==> src/design/hcbd_pkg.sv <==
// shared constants and types for the chunked body decoder
`default_nettype none

package hcbd_pkg;

  // result error codes
  typedef enum logic [1:0] {
    ERR_NONE  = 2'd0,
    ERR_SIZE  = 2'd1,
    ERR_LARGE = 2'd2
  } err_t;

  // register word indexes on the configuration port
  localparam logic REG_BODY_LIMIT  = 1'b0;
  localparam logic REG_BODY_LENGTH = 1'b1;

  localparam logic [31:0] BODY_LIMIT_RST  = 32'd1048576;
  localparam logic [31:0] BODY_LENGTH_RST = 32'd0;

  localparam logic [7:0] CH_CR    = 8'h0D;
  localparam logic [7:0] CH_LF    = 8'h0A;
  localparam logic [7:0] CH_SPACE = 8'h20;
  localparam logic [7:0] CH_TAB   = 8'h09;

  // bytes dropped after each chunk's data
  localparam logic [1:0] TRAILER_BYTES = 2'd2;

  // one result word as held in the output stage
  typedef struct packed {
    logic       out_valid;
    logic [7:0] out_byte;
    logic       done_res;
    err_t       error_code;
  } res_t;

endpackage

`default_nettype wire

==> src/design/hcbd_in_if.sv <==
// input channel: raw body bytes with valid/ready
`default_nettype none

interface hcbd_in_if;
  logic       valid;
  logic       ready;
  logic [7:0] in_byte;
  logic       new_request;

  modport source (output valid, output in_byte, output new_request, input ready);
  modport sink (input valid, input in_byte, input new_request, output ready);
endinterface

`default_nettype wire

==> src/design/hcbd_out_if.sv <==
// output channel: decoded payload words with valid/ready
`default_nettype none

interface hcbd_out_if;
  logic       valid;
  logic       ready;
  logic       out_valid;
  logic [7:0] out_byte;
  logic       done_res;
  logic [1:0] error_code;

  modport source (output valid, output out_valid, output out_byte, output done_res,
                  output error_code, input ready);
  modport sink (input valid, input out_valid, input out_byte, input done_res,
                input error_code, output ready);
endinterface

`default_nettype wire

==> src/design/http_chunked_body_decoder.sv <==
// http chunked / content-length body decoder, one byte per word
// throughput: one byte per cycle while the skid register is empty; the decode state updates in a single step per byte
// an output register plus one skid register let input continue while a result waits
// reset (rst, synchronous, active high) clears decode state and the output stage
// and restores the body size limit to 1048576 and the body length to 0
`default_nettype none

module http_chunked_body_decoder #(
  parameter int SIZE_BITS = 31
) (
  input  wire         clk,
  input  wire         rst,
  hcbd_in_if.sink     in_ch,
  hcbd_out_if.source  out_ch,
  input  wire         psel,
  input  wire         penable,
  input  wire         pwrite,
  input  wire  [2:0]  paddr,
  input  wire  [31:0] pwdata,
  output logic [31:0] prdata,
  output logic        pready
);

  typedef enum logic [2:0] {
    PH_SIZE = 3'd0,
    PH_OVF  = 3'd1,
    PH_DATA = 3'd2,
    PH_SKIP = 3'd3,
    PH_DONE = 3'd4
  } phase_t;

  // configuration registers
  logic [31:0] body_limit;
  logic [31:0] body_length;

  // decode state
  phase_t                 phase, phase_next;
  logic [SIZE_BITS-1:0]   chunk_remaining, chunk_remaining_next;
  logic [SIZE_BITS-1:0]   size_value, size_value_next;
  logic [31:0]            body_count, body_count_next;
  logic                   saw_digit, saw_digit_next;
  logic                   digits_ended, digits_ended_next;
  logic                   last_was_cr, last_was_cr_next;
  logic [1:0]             skip_count, skip_count_next;
  hcbd_pkg::err_t         error_state, error_state_next;

  // output stage
  hcbd_pkg::res_t out_reg, skid_reg, res_next;
  logic           out_full, skid_full;

  // state as seen by this byte (after an optional restart)
  phase_t               cur_phase;
  logic [SIZE_BITS-1:0] cur_chunk, cur_size;
  logic [31:0]          cur_count;
  logic                 cur_saw, cur_ended, cur_cr;
  logic [1:0]           cur_skip, skip_dec;
  hcbd_pkg::err_t       cur_err;

  logic       in_fire, out_fire, cfg_wr;
  logic [7:0] b;
  logic       is_hex, is_blank, size_ovf, pass;
  logic [3:0] hex_val;

  assign b        = in_ch.in_byte;
  assign in_fire  = in_ch.valid && in_ch.ready;
  assign out_fire = out_full && out_ch.ready;
  assign cfg_wr   = psel && penable && pwrite && pready;

  // apb side
  assign pready = 1'b1;
  assign prdata = (paddr[2] == hcbd_pkg::REG_BODY_LENGTH) ? body_length : body_limit;

  // handshake and output port
  assign in_ch.ready       = !skid_full;
  assign out_ch.valid      = out_full;
  assign out_ch.out_valid  = out_reg.out_valid;
  assign out_ch.out_byte   = out_reg.out_byte;
  assign out_ch.done_res   = out_reg.done_res;
  assign out_ch.error_code = out_reg.error_code;

  // hex digit and whitespace decode
  always_comb begin
    is_hex  = 1'b0;
    hex_val = 4'd0;
    if (b >= "0" && b <= "9") begin
      is_hex  = 1'b1;
      hex_val = 4'(b - 8'("0"));
    end else if (b >= "a" && b <= "f") begin
      is_hex  = 1'b1;
      hex_val = 4'(b - 8'("a") + 8'd10);
    end else if (b >= "A" && b <= "F") begin
      is_hex  = 1'b1;
      hex_val = 4'(b - 8'("A") + 8'd10);
    end
    is_blank = (b == hcbd_pkg::CH_SPACE) || (b >= hcbd_pkg::CH_TAB && b <= hcbd_pkg::CH_CR);
  end

  // restart view of the state
  always_comb begin
    if (in_ch.new_request) begin
      cur_phase = PH_SIZE;
      cur_chunk = '0;
      cur_size  = '0;
      cur_count = '0;
      cur_saw   = 1'b0;
      cur_ended = 1'b0;
      cur_cr    = 1'b0;
      cur_skip  = '0;
      cur_err   = hcbd_pkg::ERR_NONE;
    end else begin
      cur_phase = phase;
      cur_chunk = chunk_remaining;
      cur_size  = size_value;
      cur_count = body_count;
      cur_saw   = saw_digit;
      cur_ended = digits_ended;
      cur_cr    = last_was_cr;
      cur_skip  = skip_count;
      cur_err   = error_state;
    end
  end

  assign size_ovf = |cur_size[SIZE_BITS-1 -: 4];
  assign skip_dec = (cur_skip != 2'd0) ? cur_skip - 2'd1 : 2'd0;

  // one decode step per byte
  always_comb begin
    phase_next           = cur_phase;
    chunk_remaining_next = cur_chunk;
    size_value_next      = cur_size;
    body_count_next      = cur_count;
    saw_digit_next       = cur_saw;
    digits_ended_next    = cur_ended;
    last_was_cr_next     = cur_cr;
    skip_count_next      = cur_skip;
    error_state_next     = cur_err;
    pass                 = 1'b0;
    if (cur_err == hcbd_pkg::ERR_NONE && cur_phase != PH_DONE) begin
      if (body_length != 32'd0) begin
        // content-length mode: count bytes up to the length
        if (cur_count < body_length) begin
          pass            = 1'b1;
          body_count_next = cur_count + 32'd1;
        end
        if (body_count_next >= body_length) phase_next = PH_DONE;
      end else begin
        unique case (cur_phase) inside
          PH_SIZE, PH_OVF: begin
            if (cur_cr && b == hcbd_pkg::CH_LF) begin
              // end of size line
              if (cur_phase == PH_OVF || !cur_saw) begin
                error_state_next = hcbd_pkg::ERR_SIZE;
              end else if (cur_size == '0) begin
                phase_next = PH_DONE;
              end else begin
                chunk_remaining_next = cur_size;
                phase_next           = PH_DATA;
              end
              size_value_next   = '0;
              saw_digit_next    = 1'b0;
              digits_ended_next = 1'b0;
              last_was_cr_next  = 1'b0;
            end else begin
              last_was_cr_next = (b == hcbd_pkg::CH_CR);
              if (cur_phase == PH_SIZE && !cur_ended) begin
                if (is_hex) begin
                  if (size_ovf) begin
                    phase_next = PH_OVF;
                  end else begin
                    size_value_next = {cur_size[SIZE_BITS-5:0], hex_val};
                    saw_digit_next  = 1'b1;
                  end
                end else if (cur_saw || !is_blank) begin
                  digits_ended_next = 1'b1;
                end
              end
            end
          end
          PH_DATA: begin
            if (cur_chunk == '0) begin
              phase_next      = PH_SKIP;
              skip_count_next = hcbd_pkg::TRAILER_BYTES;
            end else if (cur_count >= body_limit) begin
              error_state_next = hcbd_pkg::ERR_LARGE;
            end else begin
              pass                 = 1'b1;
              body_count_next      = cur_count + 32'd1;
              chunk_remaining_next = cur_chunk - SIZE_BITS'(1);
              if (cur_chunk == SIZE_BITS'(1)) begin
                phase_next      = PH_SKIP;
                skip_count_next = hcbd_pkg::TRAILER_BYTES;
              end
            end
          end
          PH_SKIP: begin
            skip_count_next = skip_dec;
            if (skip_dec == 2'd0) begin
              phase_next       = PH_SIZE;
              last_was_cr_next = 1'b0;
            end
          end
          default: begin
            phase_next = PH_SIZE;
          end
        endcase
      end
    end
    res_next.out_valid  = pass;
    res_next.out_byte   = pass ? b : 8'd0;
    res_next.done_res   = (phase_next == PH_DONE);
    res_next.error_code = error_state_next;
  end

  // state, configuration and output stage
  always_ff @(posedge clk) begin
    if (rst) begin
      body_limit      <= hcbd_pkg::BODY_LIMIT_RST;
      body_length     <= hcbd_pkg::BODY_LENGTH_RST;
      phase           <= PH_SIZE;
      chunk_remaining <= '0;
      size_value      <= '0;
      body_count      <= '0;
      saw_digit       <= 1'b0;
      digits_ended    <= 1'b0;
      last_was_cr     <= 1'b0;
      skip_count      <= '0;
      error_state     <= hcbd_pkg::ERR_NONE;
      out_full        <= 1'b0;
      skid_full       <= 1'b0;
    end else begin
      if (cfg_wr) begin
        if (paddr[2] == hcbd_pkg::REG_BODY_LENGTH) body_length <= pwdata;
        else body_limit <= pwdata;
      end
      if (in_fire) begin
        phase           <= phase_next;
        chunk_remaining <= chunk_remaining_next;
        size_value      <= size_value_next;
        body_count      <= body_count_next;
        saw_digit       <= saw_digit_next;
        digits_ended    <= digits_ended_next;
        last_was_cr     <= last_was_cr_next;
        skip_count      <= skip_count_next;
        error_state     <= error_state_next;
      end
      // output register with skid
      if (skid_full) begin
        if (out_fire) begin
          out_reg   <= skid_reg;
          skid_full <= 1'b0;
        end
      end else if (in_fire) begin
        if (!out_full || out_fire) begin
          out_reg  <= res_next;
          out_full <= 1'b1;
        end else begin
          skid_reg  <= res_next;
          skid_full <= 1'b1;
        end
      end else if (out_fire) begin
        out_full <= 1'b0;
      end
    end
  end

  // skid word only exists behind a held output word
  a_skid_behind_out: assert property (@(posedge clk) disable iff (rst)
    skid_full |-> out_full)
    else $error("skid register full while output register empty");

  // an error sticks until a new request
  a_error_sticky: assert property (@(posedge clk) disable iff (rst)
    in_fire && !in_ch.new_request && error_state != hcbd_pkg::ERR_NONE
    |=> error_state == $past(error_state))
    else $error("error state changed without a new request");

  // a delivered payload byte never carries an error
  a_payload_clean: assert property (@(posedge clk) disable iff (rst)
    out_full && out_reg.out_valid |-> out_reg.error_code == hcbd_pkg::ERR_NONE)
    else $error("payload byte reported together with an error");

  // a full skid stage blocks new input
  a_stall_when_full: assert property (@(posedge clk) disable iff (rst)
    skid_full && !out_ch.ready |=> !in_fire || !$past(skid_full) || !skid_full)
    else $error("input taken while both output words were held");

endmodule

`default_nettype wire

==> src/flat_wrapper.sv <==
// flat-port wrapper written by rule: the top's interface ports become plain ports
module http_chunked_body_decoder_flat 
#(
  parameter int SIZE_BITS = 31
)
  (clk, rst, psel, penable, pwrite, paddr, pwdata, prdata, pready, in_ch_valid, in_ch_in_byte, in_ch_new_request, in_ch_ready, out_ch_valid, out_ch_out_valid, out_ch_out_byte, out_ch_done_res, out_ch_error_code, out_ch_ready);
  hcbd_in_if in_ch_i ();
  hcbd_out_if out_ch_i ();
  input  wire clk;
  input  wire rst;
  input  wire psel;
  input  wire penable;
  input  wire pwrite;
  input  wire  [2:0] paddr;
  input  wire  [31:0] pwdata;
  output logic [31:0] prdata;
  output logic pready;
  input wire logic [$bits(in_ch_i.valid)-1:0] in_ch_valid;
  input wire logic [$bits(in_ch_i.in_byte)-1:0] in_ch_in_byte;
  input wire logic [$bits(in_ch_i.new_request)-1:0] in_ch_new_request;
  output wire logic [$bits(in_ch_i.ready)-1:0] in_ch_ready;
  output wire logic [$bits(out_ch_i.valid)-1:0] out_ch_valid;
  output wire logic [$bits(out_ch_i.out_valid)-1:0] out_ch_out_valid;
  output wire logic [$bits(out_ch_i.out_byte)-1:0] out_ch_out_byte;
  output wire logic [$bits(out_ch_i.done_res)-1:0] out_ch_done_res;
  output wire logic [$bits(out_ch_i.error_code)-1:0] out_ch_error_code;
  input wire logic [$bits(out_ch_i.ready)-1:0] out_ch_ready;
  assign in_ch_i.valid = in_ch_valid;
  assign in_ch_i.in_byte = in_ch_in_byte;
  assign in_ch_i.new_request = in_ch_new_request;
  assign in_ch_ready = in_ch_i.ready;
  assign out_ch_valid = out_ch_i.valid;
  assign out_ch_out_valid = out_ch_i.out_valid;
  assign out_ch_out_byte = out_ch_i.out_byte;
  assign out_ch_done_res = out_ch_i.done_res;
  assign out_ch_error_code = out_ch_i.error_code;
  assign out_ch_i.ready = out_ch_ready;
  http_chunked_body_decoder #(.SIZE_BITS(SIZE_BITS)) u_core (.clk(clk), .rst(rst), .in_ch(in_ch_i), .out_ch(out_ch_i), .psel(psel), .penable(penable), .pwrite(pwrite), .paddr(paddr), .pwdata(pwdata), .prdata(prdata), .pready(pready));
endmodule
==> config.mk <==
export PLATFORM = sky130hd
export DESIGN_NAME = http_chunked_body_decoder_flat
export DESIGN_NICKNAME = d
export VERILOG_FILES = /design/src/design/hcbd_pkg.sv /design/src/design/hcbd_in_if.sv /design/src/design/hcbd_out_if.sv /design/src/design/http_chunked_body_decoder.sv /design/src/flat_wrapper.sv
export SDC_FILE = /design/constraint.sdc
export NUM_CORES = 1
export LEC_CHECK = 0
export BUFFER_PORTS_ARGS = -buffer_cell sky130_fd_sc_hd__buf_4
export CAP_MARGIN = 0
export CORE_UTILIZATION = 45
export CTS_BUF_LIST = sky130_fd_sc_hd__clkbuf_2 sky130_fd_sc_hd__clkbuf_4 sky130_fd_sc_hd__clkbuf_8
export DETAILED_ROUTE_END_ITERATION = 12
export PLACE_DENSITY_LB_ADDON = 0.25
export SETUP_SLACK_MARGIN = 0.1
export SLEW_MARGIN = 20
export SYNTH_ARGS = -nofsm -noshare
export SYNTH_HDL_FRONTEND = slang
export SYNTH_SLANG_ARGS = --single-unit
==> constraint.sdc <==
create_clock -name clk -period 16.7 [get_ports clk]
set_input_delay 1.67 -clock clk [delete_from_list [all_inputs] [get_ports clk]]
set_output_delay 1.67 -clock clk [all_outputs]
set_load 0.01 [all_outputs]
### After elaboration in Yosys (flattened, before gate mapping)

Cells that the tools add are included.

* output and inout bits: 47
* flip-flop bits (word level): 194
* word-level logic and storage cells: 196
* input port bits: 51

* eq/ne operators: 11
* muxes and demuxes: 104
* $add $sub $neg: 8
* magnitude comparators: 11
* reduce and logical (&&, ||, !) cells: 37
* bitwise operators: 4

Operators by type and width (count)
* 2-to-1 mux 31 bit: 16
* 2-to-1 mux 32 bit: 10
* greater-or-equal comparator 32 bit: 2
* logical NOT 31 bit: 2
* case mux 31 bit (2 select lines): 1
* 2-to-1 mux 12 bit: 4
* 2-to-1 mux 3 bit: 14
* 2-to-1 mux 1 bit: 37
* adder 32 x 1 -> 32 bit, second input constant: 1
* < comparator 32 bit: 1
* nonzero test 32 bit: 1
* equality test 31 x 1 -> 1 bit, second input constant: 1
* subtractor 31 x 1 -> 31 bit, second input constant: 1
* 2-to-1 mux 2 bit: 14
* equality test 8 x 4 -> 1 bit, second input constant: 2
* greater-or-equal comparator 8 x 7 -> 1 bit, second input constant: 2
* <= comparator 8 x 7 -> 1 bit, second input constant: 2
* 2-to-1 mux 4 bit: 3
* subtractor 4 x 1 -> 4 bit, second input constant: 3
* logical AND 1 bit: 11
* case mux 3 bit (3 select lines): 1
* adder 4 bit, second input constant: 2
* equality test 8 x 6 -> 1 bit, second input constant: 1
* greater-or-equal comparator 8 x 4 -> 1 bit, second input constant: 1
* other kinds (23): 42

### Longest topological paths before layout

Gate-level depths: netlist (run 1).

* depth after elaboration: 15
* mapped depth: 26
* mapped depth without buffers: 21

### Worst setup path after synthesis (run 1)

OpenSTA, ideal clock, no wires.

* kind: input -> register
* from: input port in_ch_new_request
* to: register u_core.out_reg, in the netlist u_core.out_ch.done_res, data pin
* arrival: 6.417 ns
* setup time: 0.268 ns
* required time: 16.432 ns
* slack: 10.015 ns
* path buffers: 9
* cell stages on the path: 26
* cells stage by stage: buf_6 buf_6 buf_2 buf_2 buf_1 clkbuf_1 clkbuf_1 nor2b_1 ha_1 nand4_1 nor2_1 o2111ai_1 o211ai_1 clkbuf_1 clkbuf_1 nor2_1 xnor2_1 ha_1 a21o_1 a21o_1 a21oi_1 a211oi_1 a21o_1 a22o_1 a21oi_1 o31ai_1

* cells in the longest elaborated chain, start to end: 13
* elaborated cells between the ends (all ways): 55
* classes of those cells: add/sub: 2; order compare: 3; eq/ne: 6; mux: 30; reduce/logical: 14

RTL lines
* from (decl): RTL line flat_wrapper.sv:20 `input wire logic [$bits(in_ch_i.new_request)-1:0] in_ch_new_request;`
* 2-to-1 mux 32 bit or 2-to-1 mux 31 bit (tied branches): RTL line http_chunked_body_decoder.sv:100 `if (in_ch.new_request) begin`
* adder 32 x 1 -> 32 bit, or another cell as far along: RTL line http_chunked_body_decoder.sv:143 `body_count_next = cur_count + 32'd1;`
* 2-to-1 mux 32 bit or 2-to-1 mux 3 bit (tied branches): RTL line http_chunked_body_decoder.sv:141, http_chunked_body_decoder.sv:167
* 2-to-1 mux 32 bit or 2-to-1 mux 3 bit (tied branches): RTL line http_chunked_body_decoder.sv:139, http_chunked_body_decoder.sv:166
* 2-to-1 mux 32 bit or 2-to-1 mux 3 bit (tied branches): RTL line http_chunked_body_decoder.sv:138, http_chunked_body_decoder.sv:165
* greater-or-equal comparator 32 bit or 2-to-1 mux 3 bit (tied branches): RTL line http_chunked_body_decoder.sv:145, http_chunked_body_decoder.sv:149
* 2-to-1 mux 3 bit or case mux 3 bit (3 select lines) (tied branches): RTL line http_chunked_body_decoder.sv:145, http_chunked_body_decoder.sv:147
* 2-to-1 mux 3 bit: RTL line http_chunked_body_decoder.sv:139 `if (body_length != 32'd0) begin`
* 2-to-1 mux 3 bit (*): RTL line http_chunked_body_decoder.sv:138 `if (cur_err == hcbd_pkg::ERR_NONE && cur_phase != PH_DONE) begin`
* equality test 3 bit (*): RTL line http_chunked_body_decoder.sv:210 `res_next.done_res = (phase_next == PH_DONE);`
* 2-to-1 mux 12 bit (*): RTL line http_chunked_body_decoder.sv:253 `if (!out_full || out_fire) begin`
* 2-to-1 mux 12 bit (*): RTL line http_chunked_body_decoder.sv:252 `end else if (in_fire) begin`
* 2-to-1 mux 12 bit (*): RTL line http_chunked_body_decoder.sv:247 `if (skid_full) begin`
* to (signal assigned): RTL line http_chunked_body_decoder.sv:249 `out_reg <= skid_reg;`
* to (signal assigned): RTL line http_chunked_body_decoder.sv:254 `out_reg <= res_next;`
* to (decl): RTL line http_chunked_body_decoder.sv:48 `hcbd_pkg::res_t out_reg, skid_reg, res_next;`

Every way passes the cells marked *; elsewhere a longest branch is shown, timed or not. The select of a mux whose other input is x is not followed.
A chain may end at the register's enable or synchronous reset.

### Worst setup path after layout (run 1)

Ends and elaborated chain as after synthesis.

==> results_dict.tcl, run 1 <==
set metrics [dict create \
    status "finished, final reports clean" \
    critPathLaunchType "input port" \
    cp.required_ns 16.95 \
    drt-total-wl_mm 43.26 \
    gr-usage-all-layers 0.2725 \
    slowest_stage "buf_4" \
    synth_nets 1982 \
    clk_path_buf_depth 2 \
    clkTransAtPathRegs_ns 0.11 \
    drcViolationCount 0 \
    setup_violations 0 \
    die_h_um 177.7 \
    core-area_um2 30030 \
    area_delta_synth_final_pct 9.023 \
    cts_root_buf "clkbuf_8" \
    cts_buffers 17 \
    yosysTopAreaCell "dfxtp_1" \
    place_congestion 0.9466 \
    top_regs "u_core.body_count: 32 flops, u_core.body_length: 32 flops, u_core.body_limit: 32 flops" \
    die_area_um2 31580 \
    hpwlAfterDp_mm 30.60 \
    ff_latch_area_um2 4124 \
    worstSkewPairLatency_ns 0.51 \
    maxCapViolations 0 \
    netlist_area_um2 13890 \
    netlist_instances 1831 \
    cts_resized 0 \
    drt_iter0_drc 1648 \
    fin_crit_sh 0.4068 \
    post_cts_buffers 0 \
    viasPerCell 6.306 \
    ff2ff_setup_slack_ns 11.63 \
    io_buffer_count 94 \
    period_needed_ns 6.794 \
    setup_tns_ns 0 \
    grt_pass1_vias 12740 \
    fmax_mhz 147.2 \
    start_util 0.4627 \
    grt-ovfl-total 0 \
    synth_edf_count 24 \
    final_cell_mix "289 x nand2_1, 170 x dfxtp_1, 165 x a21oi_1, 140 x nor2_1, 115 x buf_4" \
    cts_tree "yes" \
    rows 63 \
    path_delay_family "compound AO/OA/AOI/OAI gates" \
    n_antenna_cell 0 \
    async_reset_ff_frac 0 \
    worstSetupEndpointType "register" \
    final_layout_size_suffix_gt1_frac 0.1103 \
    arrival_ns 7.04 \
    p_leak_nw 5.767 \
    cts_sinks 194 \
    crit_type "in2reg" \
    synth_area_leaders "dfxtp_1 24%, ha_1 9.0%, nand2_1 7.8%" \
    h-tree-depth 4 \
    grt_antenna_before_repair 0 \
    yosysUniqueCellTypes 98 \
    grt_max_degree 80 \
    grt_pass1_wl_mm 68.25 \
    cpMostUsedCell "a21oi_1" \
    ys_ff_latch 194 \
    synth-main-ff-cell "dfxtp_1" \
    path_buf_inv 3 \
    nFillCells 2954 \
    final_common_cell "nand2_1" \
    die_w_um 177.7 \
    drv_slew 0 \
    fin_skew_ns 0.02579 \
    crit_fanout 66 \
    ctsHoldBuffers 0 \
    yosysWarnings 0 \
    ioPinCount 98 \
    report.power.total_mw 1.104 \
    cp_cell_sequence "buf_4, buf_4, and2b_1, ha_1, a21o_1, a21oi_1, nand3_1, a21oi_1, o211ai_1, buf_4, nor2_1, and3_1, xor2_1, ha_1, a21o_1, a21oi_1, o211a_1, o211ai_1, a21o_1, a22o_1, a21oi_1, o31ai_1" \
    nNetsFinal 1997 \
    multi_input_area_um2 8896 \
    finalHoldViolCount 0 \
    wl_per_cell_um 19.24 \
    yosysSeqAreaShare 0.2968 \
    ir_drop_mv 0.05773 \
    power_density_nw_per_um2 72.91 \
    vias 14180 \
    antenna_left 0 \
    rsz0062_at_grt "false" \
    firstDrtPassIters 6 \
    relSlewSlack 0.2890 \
    hold_class "reg2reg" \
    synth_top_area_frac 0.2449 \
    critical-path-max-stage-delay_ns 0.68 \
    worstMarginPinSlew_ns 1.063 \
    avgSynthCellArea_um2 7.589 \
]
[layer usage]
layer | share of wire | GRT usage | routed length (um)
met1 | 0.44 | 0.3655 | 18960
met2 | 0.46 | 0.4391 | 19720
met3 | 0.081 | 0.04863 | 3523
met4 | 0.024 | 0.09046 | 1050
met5 | 0 | 0 | 0
[where the power goes]
part	leakage [nW]	switching, mW	internal, mW
sequential	1.60	0.0117	0.486
clock	0.218	0.202	0.141
combinational	3.95	0.183	0.0819
[worst paths after layout]
check	start	end	depth (start not counted)
hold / removal	u_core.body_limit[19]	u_core.body_limit[19]	2
setup reg to reg	u_core.body_count[29]	u_core.out_ch.done_res	19
setup / recovery	in_ch_new_request	u_core.out_ch.done_res	22
hold reg to reg	u_core.body_limit[19]	u_core.body_limit[19]	2
[layout make-up]
| type | count | area share |
|---|---|---|
| inverters | 92 | 0.02280 |
| well taps | 390 | 0.03221 |
| flip-flops and latches | 194 | 0.2722 |
| clock buffers | 17 | 0.01545 |
| clock inverters | 15 | 0.01305 |
| multi-input cells | 1426 | 0.5873 |
| repair buffers | 115 | 0.05699 |
[kinds of logic after synthesis]
family / share of synthesized area
adders and majority gates: 0.09005
DFF: 0.2968
other: 0.0002699
buffers and inverters: 0.06412
and+or+nand+nor: 0.2694
xor gates and xnor gates: 0.02017
muxes: 0.01036
AOI/OAI and AO/OA: 0.2488
[worst register-to-register path, delay by kind of cell (launching register included)]
family	cells	cell delay [ns]
buffers and inverters	1	0.26
AND/OR/NAND/NOR	3	0.98
AO/OA/AOI/OAI	12	2.46
flip-flops	1	0.36
adder cells (fa/ha/maj)	2	0.62
XOR/XNOR	1	0.16
[cell usage after synthesis, types with 14 or more instances]
cell type / number
nor3_1: 41
dfxtp_1: 170
nand2b_1: 16
a21oi_1: 165
a22oi_1: 35
nor2b_1: 41
ha_1: 100
nor2_1: 142
buf_1: 16
o21ai_1: 15
nor4_1: 24
a21o_1: 20
a31oi_1: 42
edfxtp_1: 24
nand2_1: 290
xor2_1: 16
buf_2: 14
o21ai_0: 98
or4_1: 24
xnor2_1: 16
clkbuf_1: 75
nand3_1: 57
inv_1: 88
nand4_1: 33
[through the flow]
stage / cell area [um2] / hold WS (ns) / worst slack (ns) / util / std cells
after floorplan: 13890 / 0.4323 / 10.02 / - / 1831
after global placement: 14720 / 0.4422 / 9.486 / 0.4900 / 2217
after detailed placement: 14720 / 0.4467 / 9.424 / 0.4900 / 2217
after CTS: 15150 / 0.4623 / 9.945 / 0.5044 / 2249
after global routing: 15150 / 0.4729 / 9.574 / 0.5044 / 2249
final: 15150 / 0.4597 / 9.906 / 0.5044 / 2249
No activity file was read; power rests on OpenSTA's default activity.
==> run 2, diff against run 1 <==
==> constraint.sdc (replaced) <==
create_clock -name clk -period 5.7 [get_ports clk]
set_input_delay 0.57 -clock clk [delete_from_list [all_inputs] [get_ports clk]]
set_output_delay 0.57 -clock clk [all_outputs]
set_load 0.01 [all_outputs]
==> results_dict.tcl, run 2 (synthesis results as in run 1) <==
set metrics [dict create \
    arrival_ns 5.29 \
    power_frac_seq 0.452 \
    p_leak_nw 5.880 \
    critPathLaunchType "input port" \
    whs_ns 0.2478 \
    finalHoldViolCount 0 \
    die_h_um 177.7 \
    status "finished, final reports clean" \
    cts_tree "yes" \
    postLayoutSetupSlackWorst_ns 0.8282 \
    min_to "u_core.skid_full" \
    hold_class "in2reg" \
    rsz0062_at_grt "false" \
    top_regs "u_core.body_count: 32 flops, u_core.body_length: 32 flops, u_core.body_limit: 32 flops" \
    nFillCells 2886 \
    p_int_mw 2.076 \
    drt_iter0_drc 1433 \
    nNetsFinal 2022 \
    hpwlAfterDp_mm 31.33 \
    fmax_mhz 205.3 \
    report.power.total_mw 3.227 \
    pre_cts_ws_ns 0.4692 \
    grt_pass1_wl_mm 70.12 \
    worstRegToRegCells 20 \
    final_common_cell "nand2_1" \
    antenna_left 0 \
    place_congestion 0.9238 \
    fin_skew_ns 0.02565 \
    ff_latch_area_um2 4124 \
    grt_max_degree 90 \
    final_layout_size_suffix_gt1_frac 0.1215 \
    clk_path_buf_depth 2 \
    power_frac_comb 0.245 \
    switchingPower_mw 1.150 \
    worstSetupEndpointType "register" \
    worstMarginPinSlew_ns 1.078 \
    min_from "out_ch_ready" \
    dpl_cell_area_um2 14900 \
    min_path_cells 2 \
    rows 63 \
    start_util 0.4627 \
    cts_sinks 194 \
    reg2reg_from "u_core.body_count[19]" \
    ir_drop_mv 0.1674 \
    gr-usage-all-layers 0.2790 \
    ctsHoldBuffers 0 \
    regToRegEndpoint "u_core.phase[0]" \
    ff2ff_setup_slack_ns 0.94 \
    grt-ovfl-total 0 \
    h-tree-depth 4 \
    cts_root_buf "clkbuf_8" \
    worstSkewPairLatency_ns 0.51 \
    layout.cells.non_filler 2274 \
    firstDrtPassIters 6 \
    placed_cells 2242 \
    n_antenna_cell 0 \
    multi_input_area_um2 8896 \
    drt-total-wl_mm 43.61 \
    die_w_um 177.7 \
    wl_per_cell_um 19.18 \
    vias 14180 \
    cp-startpoint "in_ch_new_request" \
    clkTransAtPathRegs_ns 0.11 \
    viasPerCell 6.237 \
    crit_type "in2reg" \
    power_density_nw_per_um2 210.8 \
    drv_slew 0 \
    swShare 0.3565 \
    setup_tns_ns 0 \
    cts_buffers 17 \
    setup_violations 0 \
    crit_fanout 16 \
    final_cell_mix "289 x nand2_1, 170 x dfxtp_1, 165 x a21oi_1, 140 x nor2_1, 140 x buf_4" \
    clockPowerShare 0.303 \
    grt_pass1_vias 13270 \
    io_buffer_count 94 \
    maxCapViolations 0 \
    grt_antenna_before_repair 0 \
    drcViolationCount 0 \
    fin_crit_sh 0.8547 \
    die_area_um2 31580 \
    area_delta_synth_final_pct 10.19 \
    fin_area_um2 15310 \
    core-area_um2 30030 \
    cts_resized 0 \
    cp.required_ns 6.12 \
    final_util 0.5098 \
    period_needed_ns 4.872 \
    relSlewSlack 0.2784 \
    post_cts_buffers 0 \
    ioPinCount 98 \
]
run 2: critical path, stage by stage:
cell,delay [ns]
buf_4,0.18
inv_2,0.16
buf_4,0.19
nand2_1,0.11
inv_2,0.12
ha_1,0.20
nand3_1,0.24
or3_1,0.47
nor2_1,0.24
nand3_1,0.23
nor3_4,0.33
nand4_1,0.15
xor2_1,0.16
nor2_1,0.06
ha_1,0.30
a21o_1,0.17
a211oi_1,0.23
o21a_1,0.16
o21ai_0,0.20
a221oi_1,0.49
o21ai_0,0.14
a21oi_1,0.16
run 2: area by class of cell:
type	instances	area share
Multi-Input combinational cell	1426	0.5810
Sequential cell	194	0.2693
Timing Repair Buffer	140	0.06864
Tap cell	390	0.03187
Inverter	92	0.02255
Clock buffer	17	0.01528
Clock inverter	15	0.01128
run 2: layer usage:
| metal | vias up | part of all wire | GRT usage |
|---|---|---|---|
| met5 | - | 0 | 0 |
| met3 | 74 | 0.080 | 0.05184 |
| met2 | 560 | 0.46 | 0.4500 |
| met1 | 6778 | 0.44 | 0.3755 |
| li1 | 6770 | - | - |
| met4 | 0 | 0.019 | 0.08440 |
run 2: power by group through the flow:
stage                     registers (mW)  logic (mW)  clock network, mW
final                               1.46       0.790              0.979
after floorplan                     1.48       0.537                  0
after detailed placement            1.49       0.768                  0
after CTS                           1.46       0.772              0.987
after global routing                1.46       0.856               1.04
after global placement              1.49       0.755                  0
run 2: worst max-delay path by stage:
stage | end | depth (start not counted) | slack [ns]
3_3_place_gp | u_core.out_ch.done_res | 22 | 0.50
2_1_floorplan | u_core.out_ch.done_res | 26 | 0.12
5_1_grt | u_core.phase[1] | 22 | 0.46
3_5_place_dp | u_core.out_ch.done_res | 22 | 0.47
4_1_cts | u_core.phase[0] | 22 | 0.97
6_report | u_core.phase[0] | 22 | 0.83
==> run 3, diff against run 2 <==
--- a/config.mk
+++ b/config.mk
@@ -7,10 +7,13 @@
 export LEC_CHECK = 0
 export BUFFER_PORTS_ARGS = -buffer_cell sky130_fd_sc_hd__buf_4
 export CAP_MARGIN = 0
+export CORE_ASPECT_RATIO = 2
 export CORE_UTILIZATION = 45
 export CTS_BUF_LIST = sky130_fd_sc_hd__clkbuf_2 sky130_fd_sc_hd__clkbuf_4 sky130_fd_sc_hd__clkbuf_8
 export DETAILED_ROUTE_END_ITERATION = 12
+export GPL_TIMING_DRIVEN = 0
 export PLACE_DENSITY_LB_ADDON = 0.25
+export RECOVER_POWER = 100
 export SETUP_SLACK_MARGIN = 0.1
 export SLEW_MARGIN = 20
 export SYNTH_ARGS = -nofsm -noshare
==> results_dict.tcl, run 3 (synthesis results as in run 1) <==
set metrics [dict create \
    grt-ovfl-total 0 \
    final_cell_mix "290 x nand2_1, 170 x dfxtp_1, 161 x a21oi_1, 141 x nor2_1, 131 x clkbuf_1" \
    crit_fanout 10 \
    grt_max_degree 23 \
    viasPerCell 6.567 \
    place_congestion 1.027 \
    crit_type "in2reg" \
    period_needed_ns 5.598 \
    min_path_cells 2 \
    cts_tree "yes" \
    core-area_um2 30290 \
    fin_area_um2 15520 \
    regToRegEndpoint "u_core.out_ch.done_res" \
    nFillCells 3071 \
    antenna_left 0 \
    clk_path_buf_depth 2 \
    die_h_um 250.5 \
    h-tree-depth 4 \
    drt-total-wl_mm 64.84 \
    min_from "out_ch_ready" \
    worstSkewPairLatency_ns 0.55 \
    finalHoldViolCount 0 \
    p_leak_nw 5.781 \
    die_w_um 126.3 \
    cts_buffers 17 \
    ioPinCount 98 \
    hpwlAfterDp_mm 49.05 \
    drt_iter0_drc 1366 \
    gr-usage-all-layers 0.4118 \
    area_delta_synth_final_pct 11.73 \
    hold_class "in2reg" \
    drv_slew 0 \
    top_regs "u_core.body_count: 32 flops, u_core.body_length: 32 flops, u_core.body_limit: 32 flops" \
    worstMarginPinSlew_ns 1.241 \
    reg2reg_from "u_core.body_count[4]" \
    ir_drop_mv 0.1755 \
    io_buffer_count 92 \
    critPathLaunchType "input port" \
    nNetsFinal 2097 \
    fin_crit_sh 0.9821 \
    setup_violations 0 \
    min_to "u_core.skid_full" \
    cp.required_ns 5.99 \
    rows 90 \
    worstRegToRegCells 21 \
    fmax_mhz 178.6 \
    grt_pass1_vias 14970 \
    worstSetupEndpointType "register" \
    clkTransAtPathRegs_ns 0.13 \
    power_density_nw_per_um2 226.7 \
    final_layout_size_suffix_gt1_frac 0.09086 \
    final_common_cell "nand2_1" \
    grt_pass1_wl_mm 94.21 \
    vias 15300 \
    ff2ff_setup_slack_ns 0.47 \
    cts_root_buf "clkbuf_8" \
    die_area_um2 31630 \
    drcViolationCount 0 \
    setup_tns_ns 0 \
    fin_skew_ns 0.01927 \
    status "finished, final reports clean" \
    grt_antenna_before_repair 4 \
    start_util 0.4587 \
    cts_sinks 194 \
    dpl_cell_area_um2 15060 \
    firstDrtPassIters 8 \
    relSlewSlack 0.1670 \
    maxCapViolations 0 \
    rsz0062_at_grt "false" \
    arrival_ns 5.89 \
    wl_per_cell_um 27.84 \
    cp-startpoint "in_ch_new_request" \
]
[run 3: cell types whose count changed in the layout (fill, tap and decap cells not counted), moves of 3 or more]
cell,before,now
o21ai_0,98,107
buf_6,0,7
a21oi_1,165,161
inv_12,0,4
buf_2,0,7
buf_1,0,4
buf_4,140,52
clkbuf_1,0,131
clkbuf_4,0,4
nor2b_2,1,5
nor2b_1,40,36
buf_12,0,3
buf_8,0,3
o21ai_1,15,7
[run 3: stage by stage]
step / setup slack (ns) / utilization / total power [mW] / hold slack [ns] / cells
after floorplan: 0.1153 / - / 2.015 / 0.4323 / 1831
after global placement: -3.710 / 0.4967 / 2.411 / 0.4408 / 2291
after detailed placement: -3.689 / 0.4972 / 2.419 / 0.4490 / 2292
after CTS: 0.1190 / 0.5163 / 3.482 / 0.2103 / 2327
after global routing: 0.07579 / 0.5125 / 3.599 / 0.2142 / 2329
final: 0.1018 / 0.5125 / 3.520 / 0.2177 / 2329
[run 3: layout make-up]
| class | instances | area [um2] | area share |
|---|---|---|---|
| tap | 368 | 460.4 | 0.02966 |
| buffer | 119 | 646.9 | 0.04167 |
| clock buffer | 17 | 234.0 | 0.01507 |
| clock inverter | 15 | 210.2 | 0.01354 |
| sequential | 194 | 4124 | 0.2656 |
| antenna | 2 | 5.005 | 0.0003224 |
| inverter | 92 | 345.3 | 0.02224 |
| timing repair buffer | 96 | 548.0 | 0.03530 |
| multi-input combinational | 1426 | 8951 | 0.5766 |
[run 3: worst max path at each step]
stage               cells after the start                       to
floorplan                              26   u_core.out_ch.done_res
global placement                       27   u_core.out_ch.done_res
detailed placement                     27   u_core.out_ch.done_res
CTS                                    27   u_core.out_ch.done_res
global route                           27          u_core.phase[0]
finish                                 20  u_core.out_ch.out_valid
[run 3: timing repair]
action | in CTS | in global routing
hold buffers | 0 | 0
gates resized for setup | 43 | 26
pin swaps | 2 | 7
buffers inserted | 3 | 0
setup endpoints to repair | 91 | 5
[run 3: layer usage]
metal / wire [um] / up-vias / part of all wire / GRT usage
li1: - / 6904 / - / -
met1: 20800 / 7188 / 0.32 / 0.3855
met5: 11 / - / 0.00017 / 0
met4: 7827 / 2 / 0.12 / 0.4282
met3: 4144 / 364 / 0.064 / 0.07774
met2: 32050 / 837 / 0.49 / 0.7233
[run 3: critical path: stages]
cell and delay (ns):
clkbuf_4 0.11, buf_6 0.20, buf_12 0.18, buf_8 0.18
buf_8 0.18, buf_12 0.19, clkbuf_16 0.22, buf_12 0.18
nor2b_2 0.07, ha_1 0.33, nand4_1 0.23, nor4_1 0.41
nand2_1 0.23, a211o_1 0.40, and3_1 0.20, clkbuf_1 0.21
a22oi_1 0.30, clkbuf_1 0.89, buf_4 0.41, o21ai_0 0.11
[run 3: where the power goes]
part	leakage [nW]	internal, mW	switching [mW]	total (mW)
Clock	0.222	0.392	0.670	1.06
Sequential	1.60	1.42	0.0303	1.45
Combinational	3.96	0.280	0.723	1.00
Total	5.78	2.10	1.42	3.52
